[src/hdl/ffrpa_pkg.sv]
// ----------------------------------------------------------------------------
// ffrpa_pkg: shared types and constants for the frame roll/pitch stepper
// Payload structs, commands, sequencer states, CORDIC arctangent table.
// ----------------------------------------------------------------------------
`timescale 1ns / 1ps
`default_nettype none
package ffrpa_pkg;

  localparam int VecWidthDef    = 16;
  localparam int PosWidthDef    = 32;
  localparam int CordicStepsDef = 14;
  localparam int SpeedWidth     = 32;
  localparam int AngWidth       = 16;
  // Q.20 angle plus head room
  localparam int ZWidth         = 24;
  // Q.30 cosine/sine plus head room
  localparam int CsWidth        = 33;
  localparam int TabLen         = 20;
  localparam logic signed [ZWidth-1:0] AngPi     = 24'sd3294199;
  localparam logic signed [ZWidth-1:0] AngHalfPi = 24'sd1647099;
  localparam logic signed [CsWidth-1:0] CordicGain = 33'sd652032874;
  localparam logic signed [SpeedWidth-1:0] SpeedReset = -32'sd66;

  typedef enum logic [1:0] {
    CMD_TICK  = 2'd0,
    CMD_ROLL  = 2'd1,
    CMD_PITCH = 2'd2,
    CMD_NONE  = 2'd3
  } cmd_t;

  typedef enum logic [2:0] {
    ST_IDLE,
    ST_CORDIC,
    ST_MUL,
    ST_DONE
  } state_t;

  typedef struct packed {
    logic [1:0]                 command;
    logic signed [AngWidth-1:0] angle;
  } in_item_t;

  typedef struct packed {
    logic signed [31:0] pos_x;
    logic signed [31:0] pos_y;
    logic signed [31:0] pos_z;
    logic signed [15:0] head_x;
    logic signed [15:0] head_y;
    logic signed [15:0] head_z;
    logic signed [15:0] up_x;
    logic signed [15:0] up_y;
    logic signed [15:0] up_z;
    logic signed [15:0] wing_x;
    logic signed [15:0] wing_y;
    logic signed [15:0] wing_z;
  } out_item_t;

  function automatic logic signed [ZWidth-1:0] atan_q20(input logic [4:0] i);
    case (i)
      5'd0:  atan_q20 = 24'sd823550;
      5'd1:  atan_q20 = 24'sd486171;
      5'd2:  atan_q20 = 24'sd256879;
      5'd3:  atan_q20 = 24'sd130396;
      5'd4:  atan_q20 = 24'sd65451;
      5'd5:  atan_q20 = 24'sd32757;
      5'd6:  atan_q20 = 24'sd16383;
      5'd7:  atan_q20 = 24'sd8192;
      5'd8:  atan_q20 = 24'sd4096;
      5'd9:  atan_q20 = 24'sd2048;
      5'd10: atan_q20 = 24'sd1024;
      5'd11: atan_q20 = 24'sd512;
      5'd12: atan_q20 = 24'sd256;
      5'd13: atan_q20 = 24'sd128;
      5'd14: atan_q20 = 24'sd64;
      5'd15: atan_q20 = 24'sd32;
      5'd16: atan_q20 = 24'sd16;
      5'd17: atan_q20 = 24'sd8;
      5'd18: atan_q20 = 24'sd4;
      5'd19: atan_q20 = 24'sd2;
      default: atan_q20 = '0;
    endcase
  endfunction

endpackage
`default_nettype wire

[src/hdl/ffrpa_cordic.sv]
// ----------------------------------------------------------------------------
// ffrpa_cordic: rotation-mode CORDIC, one iteration per cycle
// Takes a Q.20 angle, folds it into +-pi/2, returns cos and sin in Q.30.
// ----------------------------------------------------------------------------
`timescale 1ns / 1ps
`default_nettype none
module ffrpa_cordic #(
  parameter int CORDIC_STEPS = ffrpa_pkg::CordicStepsDef
) (
  input  wire logic                                  clk,
  input  wire logic                                  rst_n,
  input  wire logic                                  start,
  input  wire logic signed [ffrpa_pkg::ZWidth-1:0]   ang,
  output logic                                       done,
  output logic signed [ffrpa_pkg::CsWidth-1:0]       cos_q,
  output logic signed [ffrpa_pkg::CsWidth-1:0]       sin_q
);
  localparam int Steps = (CORDIC_STEPS > ffrpa_pkg::TabLen) ? ffrpa_pkg::TabLen
                                                           : CORDIC_STEPS;
  localparam int CntW  = $clog2(Steps + 1);

  logic signed [ffrpa_pkg::CsWidth-1:0] x_r, y_r;
  logic signed [ffrpa_pkg::ZWidth-1:0]  z_r;
  logic                                 neg_r, busy_r, done_r;
  logic [CntW-1:0]                      i_r;
  logic signed [ffrpa_pkg::CsWidth-1:0] xs, ys;
  logic signed [ffrpa_pkg::ZWidth-1:0]  z0;
  logic                                 neg0;

  always_comb begin
    xs = x_r >>> i_r;
    ys = y_r >>> i_r;
    neg0 = 1'b0;
    z0 = ang;
    if (ang > ffrpa_pkg::AngHalfPi) begin
      z0 = ang - ffrpa_pkg::AngPi;
      neg0 = 1'b1;
    end else if (ang < -ffrpa_pkg::AngHalfPi) begin
      z0 = ang + ffrpa_pkg::AngPi;
      neg0 = 1'b1;
    end
  end

  always_ff @(posedge clk) begin
    if (!rst_n) begin
      busy_r <= 1'b0;
      done_r <= 1'b0;
      i_r    <= '0;
    end else begin
      done_r <= 1'b0;
      if (start) begin
        busy_r <= 1'b1;
        i_r    <= '0;
        x_r    <= ffrpa_pkg::CordicGain;
        y_r    <= '0;
        z_r    <= z0;
        neg_r  <= neg0;
      end else if (busy_r) begin
        if (z_r >= 0) begin
          x_r <= x_r - ys;
          y_r <= y_r + xs;
          z_r <= z_r - ffrpa_pkg::atan_q20(5'(i_r));
        end else begin
          x_r <= x_r + ys;
          y_r <= y_r - xs;
          z_r <= z_r + ffrpa_pkg::atan_q20(5'(i_r));
        end
        if (i_r == CntW'(Steps - 1)) begin
          busy_r <= 1'b0;
          done_r <= 1'b1;
        end
        i_r <= i_r + 1'b1;
      end
    end
  end

  assign done  = done_r;
  assign cos_q = neg_r ? -x_r : x_r;
  assign sin_q = neg_r ? -y_r : y_r;

endmodule
`default_nettype wire

[src/hdl/ffrpa_sermul.sv]
// ----------------------------------------------------------------------------
// ffrpa_sermul: bit-serial signed multiplier
// Shift-add over the multiplier bits, one bit a cycle, sign bit subtracted.
// ----------------------------------------------------------------------------
`timescale 1ns / 1ps
`default_nettype none
module ffrpa_sermul #(
  parameter int AW = 33,
  parameter int BW = 33
) (
  input  wire logic                     clk,
  input  wire logic                     rst_n,
  input  wire logic                     start,
  input  wire logic signed [AW-1:0]     a,
  input  wire logic signed [BW-1:0]     b,
  output logic                          done,
  output logic signed [AW+BW-1:0]       prod
);
  localparam int CntW = $clog2(BW + 1);

  logic signed [AW+BW-1:0] acc_r, mc_r;
  logic [BW-1:0]           mp_r;
  logic [CntW-1:0]         n_r;
  logic                    busy_r, done_r;

  always_ff @(posedge clk) begin
    if (!rst_n) begin
      busy_r <= 1'b0;
      done_r <= 1'b0;
      n_r    <= '0;
    end else begin
      done_r <= 1'b0;
      if (start) begin
        busy_r <= 1'b1;
        n_r    <= '0;
        acc_r  <= '0;
        mc_r   <= (AW+BW)'(a);
        mp_r   <= b;
      end else if (busy_r) begin
        if (mp_r[0]) begin
          // top bit of a two's complement multiplier carries negative weight
          if (n_r == CntW'(BW - 1)) acc_r <= acc_r - mc_r;
          else                      acc_r <= acc_r + mc_r;
        end
        mc_r <= mc_r <<< 1;
        mp_r <= mp_r >> 1;
        n_r  <= n_r + 1'b1;
        if (n_r == CntW'(BW - 1)) begin
          busy_r <= 1'b0;
          done_r <= 1'b1;
        end
      end
    end
  end

  assign done = done_r;
  assign prod = acc_r;

endmodule
`default_nettype wire

[src/hdl/flight_frame_roll_pitch_advance.sv]
// ----------------------------------------------------------------------------
// flight_frame_roll_pitch_advance: vehicle frame stepper
// Keeps position, heading, up and wing; applies tick, roll and pitch requests.
// ----------------------------------------------------------------------------
// Usage: a request (command, angle) is taken on in_valid with in_stall low.
// Each request gives exactly one result on out_valid: the frame after it.
// cfg_we/cfg_wdata write the Q16.16 speed; write only while idle.
// One request at a time: in_stall is high from acceptance until the result
// register is free again. All products go through one bit-serial multiplier
// (BW = 33 bits by default), one product at a time. Work from acceptance
// to out_valid:
//   tick          : 3 products
//   roll / pitch  : CORDIC, then 12 products
//   zero angle or unused command: straight to the result
// The next request is taken at the earliest at the edge that takes the result.
// Reset (rst_n low, synchronous) loads the initial frame and speed -66.
// While a result is shown and out_stall is high, the result holds and no new request is accepted.
// ----------------------------------------------------------------------------
`timescale 1ns / 1ps
`default_nettype none
module flight_frame_roll_pitch_advance #(
  parameter int CORDIC_STEPS = ffrpa_pkg::CordicStepsDef
) (
  input  wire logic                  clk,
  input  wire logic                  rst_n,
  input  wire logic                  in_valid,
  output logic                       in_stall,
  input  wire ffrpa_pkg::in_item_t   in_data,
  output logic                       out_valid,
  input  wire logic                  out_stall,
  output ffrpa_pkg::out_item_t       out_data,
  input  wire logic                  cfg_we,
  input  wire logic [31:0]           cfg_wdata
);
  localparam int VW = ffrpa_pkg::VecWidthDef;
  localparam int PW = ffrpa_pkg::PosWidthDef;
  localparam int F  = VW - 2;
  localparam int MW = ffrpa_pkg::CsWidth;
  localparam int PRW = 2 * MW;

  ffrpa_pkg::state_t st_r, st_nxt;
  logic signed [31:0] speed_r;
  logic signed [PW-1:0] pos_r [3];
  logic signed [VW-1:0] hd_r [3], up_r [3], wg_r [3];
  logic [1:0] cmd_r;
  logic [3:0] step_r;
  logic signed [PRW-1:0] acc_r;
  logic signed [MW-1:0] cs_c_r, cs_s_r;
  logic out_valid_r;

  logic cor_start, cor_done;
  logic signed [MW-1:0] cor_c, cor_s;
  logic mul_start, mul_done;
  logic signed [MW-1:0] ma, mb;
  logic signed [PRW-1:0] mprod;

  ffrpa_cordic #(.CORDIC_STEPS(CORDIC_STEPS)) u_cordic (
    .clk, .rst_n, .start(cor_start),
    .ang({in_data.angle[15], in_data.angle, 7'b0}),
    .done(cor_done), .cos_q(cor_c), .sin_q(cor_s)
  );

  ffrpa_sermul #(.AW(MW), .BW(MW)) u_mul (
    .clk, .rst_n, .start(mul_start), .a(ma), .b(mb),
    .done(mul_done), .prod(mprod)
  );

  function automatic logic signed [VW-1:0] satv(input logic signed [PRW-1:0] v);
    if (v > PRW'(2 ** (VW - 1) - 1))   satv = VW'(2 ** (VW - 1) - 1);
    else if (v < -PRW'(2 ** (VW - 1))) satv = VW'(-(2 ** (VW - 1)));
    else                               satv = v[VW-1:0];
  endfunction

  function automatic logic signed [PW-1:0] satp(input logic signed [PRW-1:0] v);
    if (v > PRW'(2 ** (PW - 1) - 1))   satp = {1'b0, {(PW-1){1'b1}}};
    else if (v < -PRW'(2 ** (PW - 1))) satp = {1'b1, {(PW-1){1'b0}}};
    else                               satp = v[PW-1:0];
  endfunction

  // Step plan.  Tick: steps 0..2 -> speed*head[k].
  // Rotate: steps 0..5 -> pairs (tgt[k]*c, up[k]*s), k = step/2.
  // Cross: steps 6..11 -> pairs (w1*h2, w2*h1) etc.
  logic signed [VW-1:0] tg [3];
  logic [1:0] kk;
  logic signed [VW-1:0] cp, cq;
  always_comb begin
    for (int k = 0; k < 3; k++) tg[k] = (cmd_r == ffrpa_pkg::CMD_ROLL) ? wg_r[k] : hd_r[k];
    // pair index, wrapping back to 0 for the cross steps
    kk = (step_r[3:1] >= 3'd3) ? 2'(step_r[3:1] - 3'd3) : step_r[2:1];
    cp = '0;
    cq = '0;
    case (step_r)
      4'd6:  begin cp = wg_r[1]; cq = hd_r[2]; end
      4'd7:  begin cp = wg_r[2]; cq = hd_r[1]; end
      4'd8:  begin cp = wg_r[2]; cq = hd_r[0]; end
      4'd9:  begin cp = wg_r[0]; cq = hd_r[2]; end
      4'd10: begin cp = wg_r[0]; cq = hd_r[1]; end
      4'd11: begin cp = wg_r[1]; cq = hd_r[0]; end
      default: begin cp = '0; cq = '0; end
    endcase
    if (cmd_r == ffrpa_pkg::CMD_TICK) begin
      ma = MW'(speed_r);
      mb = MW'(hd_r[step_r[1:0]]);
    end else if (step_r < 4'd6) begin
      ma = step_r[0] ? MW'(up_r[kk]) : MW'(tg[kk]);
      mb = step_r[0] ? cs_s_r : cs_c_r;
    end else begin
      ma = MW'(cp);
      mb = MW'(cq);
    end
  end

  logic last_step, accept, mul_go;
  logic signed [PRW-1:0] sum_nxt, pos_sum;
  always_comb begin
    st_nxt = st_r;
    cor_start = 1'b0;
    mul_go = 1'b0;
    accept = (st_r == ffrpa_pkg::ST_IDLE) && in_valid && !in_stall;
    last_step = (cmd_r == ffrpa_pkg::CMD_TICK) ? (step_r == 4'd2) : (step_r == 4'd11);
    // odd steps of rotate/cross subtract or add onto the pair's first product
    sum_nxt = (step_r >= 4'd6) ? acc_r - mprod : acc_r + mprod;
    pos_sum = PRW'(pos_r[step_r[1:0]]) + ((mprod + PRW'(2 ** (F - 1))) >>> F);
    case (st_r)
      ffrpa_pkg::ST_IDLE: begin
        if (accept) begin
          if (in_data.command == ffrpa_pkg::CMD_TICK) begin
            st_nxt = ffrpa_pkg::ST_MUL;
            mul_go = 1'b1;
          end else if ((in_data.command == ffrpa_pkg::CMD_ROLL ||
                        in_data.command == ffrpa_pkg::CMD_PITCH) &&
                       in_data.angle != 16'sd0) begin
            st_nxt = ffrpa_pkg::ST_CORDIC;
            cor_start = 1'b1;
          end else begin
            st_nxt = ffrpa_pkg::ST_DONE;
          end
        end
      end
      ffrpa_pkg::ST_CORDIC: begin
        if (cor_done) begin
          st_nxt = ffrpa_pkg::ST_MUL;
          mul_go = 1'b1;
        end
      end
      ffrpa_pkg::ST_MUL: begin
        if (mul_done) begin
          if (last_step) st_nxt = ffrpa_pkg::ST_DONE;
          else           mul_go = 1'b1;
        end
      end
      ffrpa_pkg::ST_DONE: st_nxt = ffrpa_pkg::ST_IDLE;
      default: st_nxt = ffrpa_pkg::ST_IDLE;
    endcase
  end
  // operands come from step_r, so the multiply start is registered and goes out in the cycle after step_r updates
  logic mul_go_r;
  assign mul_start = mul_go_r;

  assign in_stall = (st_r != ffrpa_pkg::ST_IDLE) || (out_valid_r && out_stall);

  always_ff @(posedge clk) begin
    if (!rst_n) begin
      st_r <= ffrpa_pkg::ST_IDLE;
      speed_r <= ffrpa_pkg::SpeedReset;
      pos_r[0] <= '0; pos_r[1] <= '0; pos_r[2] <= PW'(6554);
      hd_r[0] <= -VW'(11471) <<< (F - 14);
      hd_r[1] <= -VW'(11471) <<< (F - 14);
      hd_r[2] <= -VW'(2294) <<< (F - 14);
      up_r[0] <= '0; up_r[1] <= '0; up_r[2] <= VW'(16384) <<< (F - 14);
      wg_r[0] <= -VW'(11585) <<< (F - 14);
      wg_r[1] <= VW'(11585) <<< (F - 14);
      wg_r[2] <= '0;
      out_valid_r <= 1'b0;
      mul_go_r <= 1'b0;
      step_r <= '0;
      cmd_r <= '0;
    end else begin
      st_r <= st_nxt;
      mul_go_r <= mul_go;
      if (cfg_we) speed_r <= $signed(cfg_wdata);
      if (out_valid_r && !out_stall) out_valid_r <= 1'b0;
      if (accept) begin
        cmd_r <= in_data.command;
        step_r <= '0;
      end
      if (cor_done) begin
        cs_c_r <= cor_c;
        cs_s_r <= cor_s;
      end
      if (st_r == ffrpa_pkg::ST_MUL && mul_done) begin
        if (cmd_r == ffrpa_pkg::CMD_TICK) begin
          pos_r[step_r[1:0]] <= satp(pos_sum);
        end else if (!step_r[0]) begin
          acc_r <= mprod;
        end else if (step_r < 4'd6) begin
          if (cmd_r == ffrpa_pkg::CMD_ROLL)
            wg_r[kk] <= satv((sum_nxt + PRW'(2 ** 29)) >>> 30);
          else
            hd_r[kk] <= satv((sum_nxt + PRW'(2 ** 29)) >>> 30);
        end else begin
          up_r[kk] <= satv((sum_nxt + PRW'(2 ** (F - 1))) >>> F);
        end
        step_r <= step_r + 1'b1;
      end
      if (st_r == ffrpa_pkg::ST_DONE) out_valid_r <= 1'b1;
    end
  end

  assign out_valid = out_valid_r;
  assign out_data = '{pos_x: pos_r[0], pos_y: pos_r[1], pos_z: pos_r[2],
                      head_x: hd_r[0], head_y: hd_r[1], head_z: hd_r[2],
                      up_x: up_r[0], up_y: up_r[1], up_z: up_r[2],
                      wing_x: wg_r[0], wing_y: wg_r[1], wing_z: wg_r[2]};

  a_one_at_a_time: assert property (@(posedge clk) disable iff (!rst_n)
    (st_r != ffrpa_pkg::ST_IDLE) |-> in_stall) else $error("request taken while busy");
  a_result_after_done: assert property (@(posedge clk) disable iff (!rst_n)
    (st_r == ffrpa_pkg::ST_DONE) |=> out_valid) else $error("result not raised");
  a_step_bound: assert property (@(posedge clk) disable iff (!rst_n)
    step_r <= 4'd12) else $error("step overrun");
  a_cordic_only_rot: assert property (@(posedge clk) disable iff (!rst_n)
    cor_start |-> (in_data.command == ffrpa_pkg::CMD_ROLL ||
                   in_data.command == ffrpa_pkg::CMD_PITCH)) else $error("bad cordic start");

endmodule
`default_nettype wire
[config.mk]
export PLATFORM = sky130hd
export DESIGN_NAME = flight_frame_roll_pitch_advance
export DESIGN_NICKNAME = d
export VERILOG_FILES = /design/src/hdl/ffrpa_pkg.sv /design/src/hdl/ffrpa_cordic.sv /design/src/hdl/ffrpa_sermul.sv /design/src/hdl/flight_frame_roll_pitch_advance.sv
export SDC_FILE = /design/constraint.sdc
export NUM_CORES = 2
export LEC_CHECK = 0
export ABC_CLOCK_PERIOD_IN_PS = 10200
export BUFFER_PORTS_ARGS = -buffer_cell sky130_fd_sc_hd__buf_2
export CAP_MARGIN = 15
export CORE_MARGIN = 1
export CORE_UTILIZATION = 60
export CTS_CLUSTER_SIZE = 8
export DETAILED_ROUTE_END_ITERATION = 6
export GPL_ROUTABILITY_DRIVEN = 0
export PLACE_DENSITY = 0.78
export SYNTH_ARGS = -nofsm -noshare
export SYNTH_HDL_FRONTEND = slang
export SYNTH_SLANG_ARGS = --single-unit
[constraint.sdc]
create_clock -name clk -period 10.2 [get_ports clk]
set_clock_uncertainty 0.05 [all_clocks]
set_input_delay 0.51 -clock clk [delete_from_list [all_inputs] [get_ports clk]]
set_output_delay 0.51 -clock clk [all_outputs]
set_load 0.05 [all_outputs]
==> qor.yml <==
die:
  initial_core_util_pct: 60.58
  pin_count: 297
  die_h_um: 314.5
  dieWidth_um: 314.5
  core_area_um2: 96710
  num_rows: 114
  die_area_um2: 98900
hold_path:
  hold_path_class: "in -> reg"
cts:
  cts.htree.levels: 3
  cts_tree: "yes"
  clock_sinks: 770
  cts-buffers-inserted: 107
  clockRootBuffer: "clkbuf_16"
  clkTransAtPathRegs_ns: 0.06
  clock_latency_ns: 0.70
  clock_path_buffers: 3
setup_path:
  max_stage_delay_ns: 0.59
  critPathBufInv: 2
  cp.required_ns: 10.57
  cp_max_fo: 18
  worst_setup_path_start_kind: "register"
  cp_slowest_cell: "or4_1"
  worstPathArrival_ns: 9.93
  worst-setup-path-type: "reg -> reg"
  cp_top_family: "simple AND/OR/NAND/NOR gates"
  cp-end-kind: "register"
pwr:
  p_leak_nw: 24.10
  ir_drop_mv: 0.1502
  clkPwrFrac_pct: 29.6
  combPwrFrac_pct: 34.1
  power_density_nw_per_um2: 177.6
  netSwitchingPower_mw: 4.020
  p_sw_share_pct: 35.22
  power.internal_mw: 7.392
  p_seq_share_pct: 36.3
grt:
  met3_usage_pct: 8.959
  grtUsageMet2_pct: 53.44
  overflow: 0
  busiest_layer: "met2"
  track_usage_pct: 35.71
  grt_start_max_net_pins: 79
  met1_usage_pct: 48.79
  grt_pass1_vias: 48280
  grt_pass1_wl_mm: 277.9
  antenna_found_initial: 21
synthesis:
  syn-cell-area_um2: 58590
  ys_seq_area_share_pct: 38.13
  post_synth.cell_area_avg_um2: 9.282
  synthFlopType: "edfxtp_1"
  synth_top_area_share_pct: 35.47
  synth-simple-area-share_pct: 17.21
  async_reset_ff_share_pct: 0
  yosys.area_share.xor_xnor_pct: 9.572
  yosysMostFrequentCell: "nand2_1"
  syn_nets: 6675
  synth_compound_area_share_pct: 18.57
  muxShareOfSynthArea_pct: 6.114
  synth_common_cells: "nand2_1 (695), edfxtp_1 (692), nor2_1 (462), o21ai_0 (427), xnor2_1 (416)"
  synthAdderAreaFrac_pct: 6.642
  yosys_warnings: 0
  synth_edf_count: 692
  synth_area_leaders: "edfxtp_1 (35%), ha_1 (6.5%), xnor2_1 (6.2%)"
  synth_cell_types: 117
  yosysTopAreaCell: "edfxtp_1"
  ys_ff_latch: 770
  synth_top_family_by_area: "compound AO/OA/AOI/OAI gates"
  synthCells: 6312
drt:
  antenna_left: 0
  route.detailed.drc: 65
  routed_wl_mm: 181.8
  drtIter0Drc: 7221
  drt-pass1-iter-count: 7
  wl_per_cell_um: 23.29
  vias: 52320
  viasPerCell: 6.702
sta:
  maxClockFrequency_mhz: 104.7
  finalCritPeriodShare_pct: 93.64
  hold_viol_final: 0
  final.setup.worst_slack_ns: 0.6488
  slew_headroom_pct: 9.700
  slew_viol_final: 0
  period_needed_ns: 9.551
  final-setup-viol-count: 0
  grt_setup_unrepaired: "yes"
  worst_pin_slew_ns: 1.350
run:
  maxCapViolations: 0
place:
  dp_slack_ns: 0.7505
  io_buffers: 296
  hpwl_mm: 132.1
  dpl.cell_count: 7602
finish:
  multi_input_area_um2: 34180
  drive_gt1_share_pct: 11.23
  final_cells: 7806
  num-fill-cells: 7620
  final_nets: 6815
  syn2layout_area_growth_pct: 9.655
  seqCellArea_um2: 22360
status:
  violations: "design-rule violations"
  outcome: "finished, violations left"
[placed cells by master (no fill, tap or decap), types with 33 or more instances in the layout]
cell,Yosys,layout
dfxtp_1,78,70
clkbuf_1,265,59
xor2_1,215,215
nand2_1,695,695
o31ai_1,120,119
nand3_1,206,205
o21ai_0,427,426
nand2b_1,70,69
nor2_1,462,459
nor2b_1,65,64
a21o_1,127,127
edfxtp_1,692,692
o21bai_1,43,43
buf_2,31,296
and3_1,70,70
ha_1,303,303
inv_1,234,233
mux4_2,87,87
mux2i_1,134,134
and2_1,50,48
nand4_1,76,76
a31oi_1,70,70
nor3_1,143,140
clkbuf_16,0,109
a21oi_1,412,410
o211ai_1,52,52
nor4_1,42,42
or2_2,47,47
o21a_1,37,37
or4_1,34,34
xnor2_1,416,416
a221oi_1,33,33
buf_4,1,55
or3_1,49,49
a211oi_1,41,41
[what timing repair did]
action,CTS,global route
endpoints found under the setup margin,0,22
endpoints found under the hold margin,13,0
hold buffers,13,0
buffers inserted,0,2
resized for setup,0,1
[tightest hold or removal path, delay by kind of cell]
family	cells	cell delay [ns]
multiplexers	1	0.07
buffers and inverters	1	0.10
AND/OR/NAND/NOR	1	0.06
[cells by family after synthesis]
family,count (synthesis)
AO/OA/AOI/OAI,1680
flip-flops,770
XOR/XNOR,636
adder cells (fa/ha/maj),308
multiplexers,246
AND/OR/NAND/NOR,2099
buffers and inverters,573
[cell type report]
class                      count  share of cell area [%]
antenna                       10                 0.03895
clock buffer                 171                   4.655
clock inverter                 6                  0.1694
inverter                     236                   1.383
multi-input combinational   4969                   53.20
sequential                   770                   34.81
tap                         1276                   2.485
timing repair buffer         368                   3.254
[power by group through the flow]
| stage | Sequential, mW | Clock (mW) | Combinational [mW] |
|---|---|---|---|
| after floorplan | 4.16 | 0 | 2.94 |
| after global placement | 4.17 | 0 | 3.69 |
| after detailed placement | 4.18 | 0 | 3.78 |
| after CTS | 4.12 | 3.37 | 3.83 |
| after global routing | 4.16 | 3.50 | 4.30 |
| final | 4.14 | 3.38 | 3.89 |
[metrics by stage]
stage | TNS, ns | utilization (%) | hold WS, ns | power [mW] | cell area, um^2
6_report | 0 | 66.43 | 0.03401 | 11.41 | 64240
5_1_grt | -0.0003100 | 66.42 | 0.03150 | 11.96 | 64240
4_1_cts | 0 | 66.33 | 0.006009 | 11.32 | 64150
3_5_place_dp | 0 | 62.99 | 0.4103 | 7.966 | 60920
3_3_place_gp | 0 | 62.99 | 0.4040 | 7.859 | 60920
2_1_floorplan | 0 | - | 0.3922 | 7.105 | 58590
[final timing paths]
path	from	endpoint	cells past startpoint	slack, ns
hold reg to reg	speed_r[18]	speed_r[18]	2	0.42
setup / recovery	u_mul.prod[1]	hd_r[0][6]	31	0.65
setup reg to reg	u_mul.prod[1]	hd_r[0][6]	31	0.65
hold / removal	cfg_wdata[30]	speed_r[30]	3	0.03
[layer usage]
metal | vias to the layer above | wire length (um)
li1 | 23720 | -
met4 | 26 | 8667
met2 | 3365 | 79000
met1 | 24650 | 71310
met3 | 555 | 22690
met5 | - | 174
[flip-flops by register name, indices dropped and copies added (netlist names), 48 cells and up, named ones only]
signal and flops:
pos_r 128, acc_r 66, u_mul.mc_r 66, u_mul.prod 66, hd_r 64, up_r 64
wg_r 48
(Power assumes the default switching activity.)
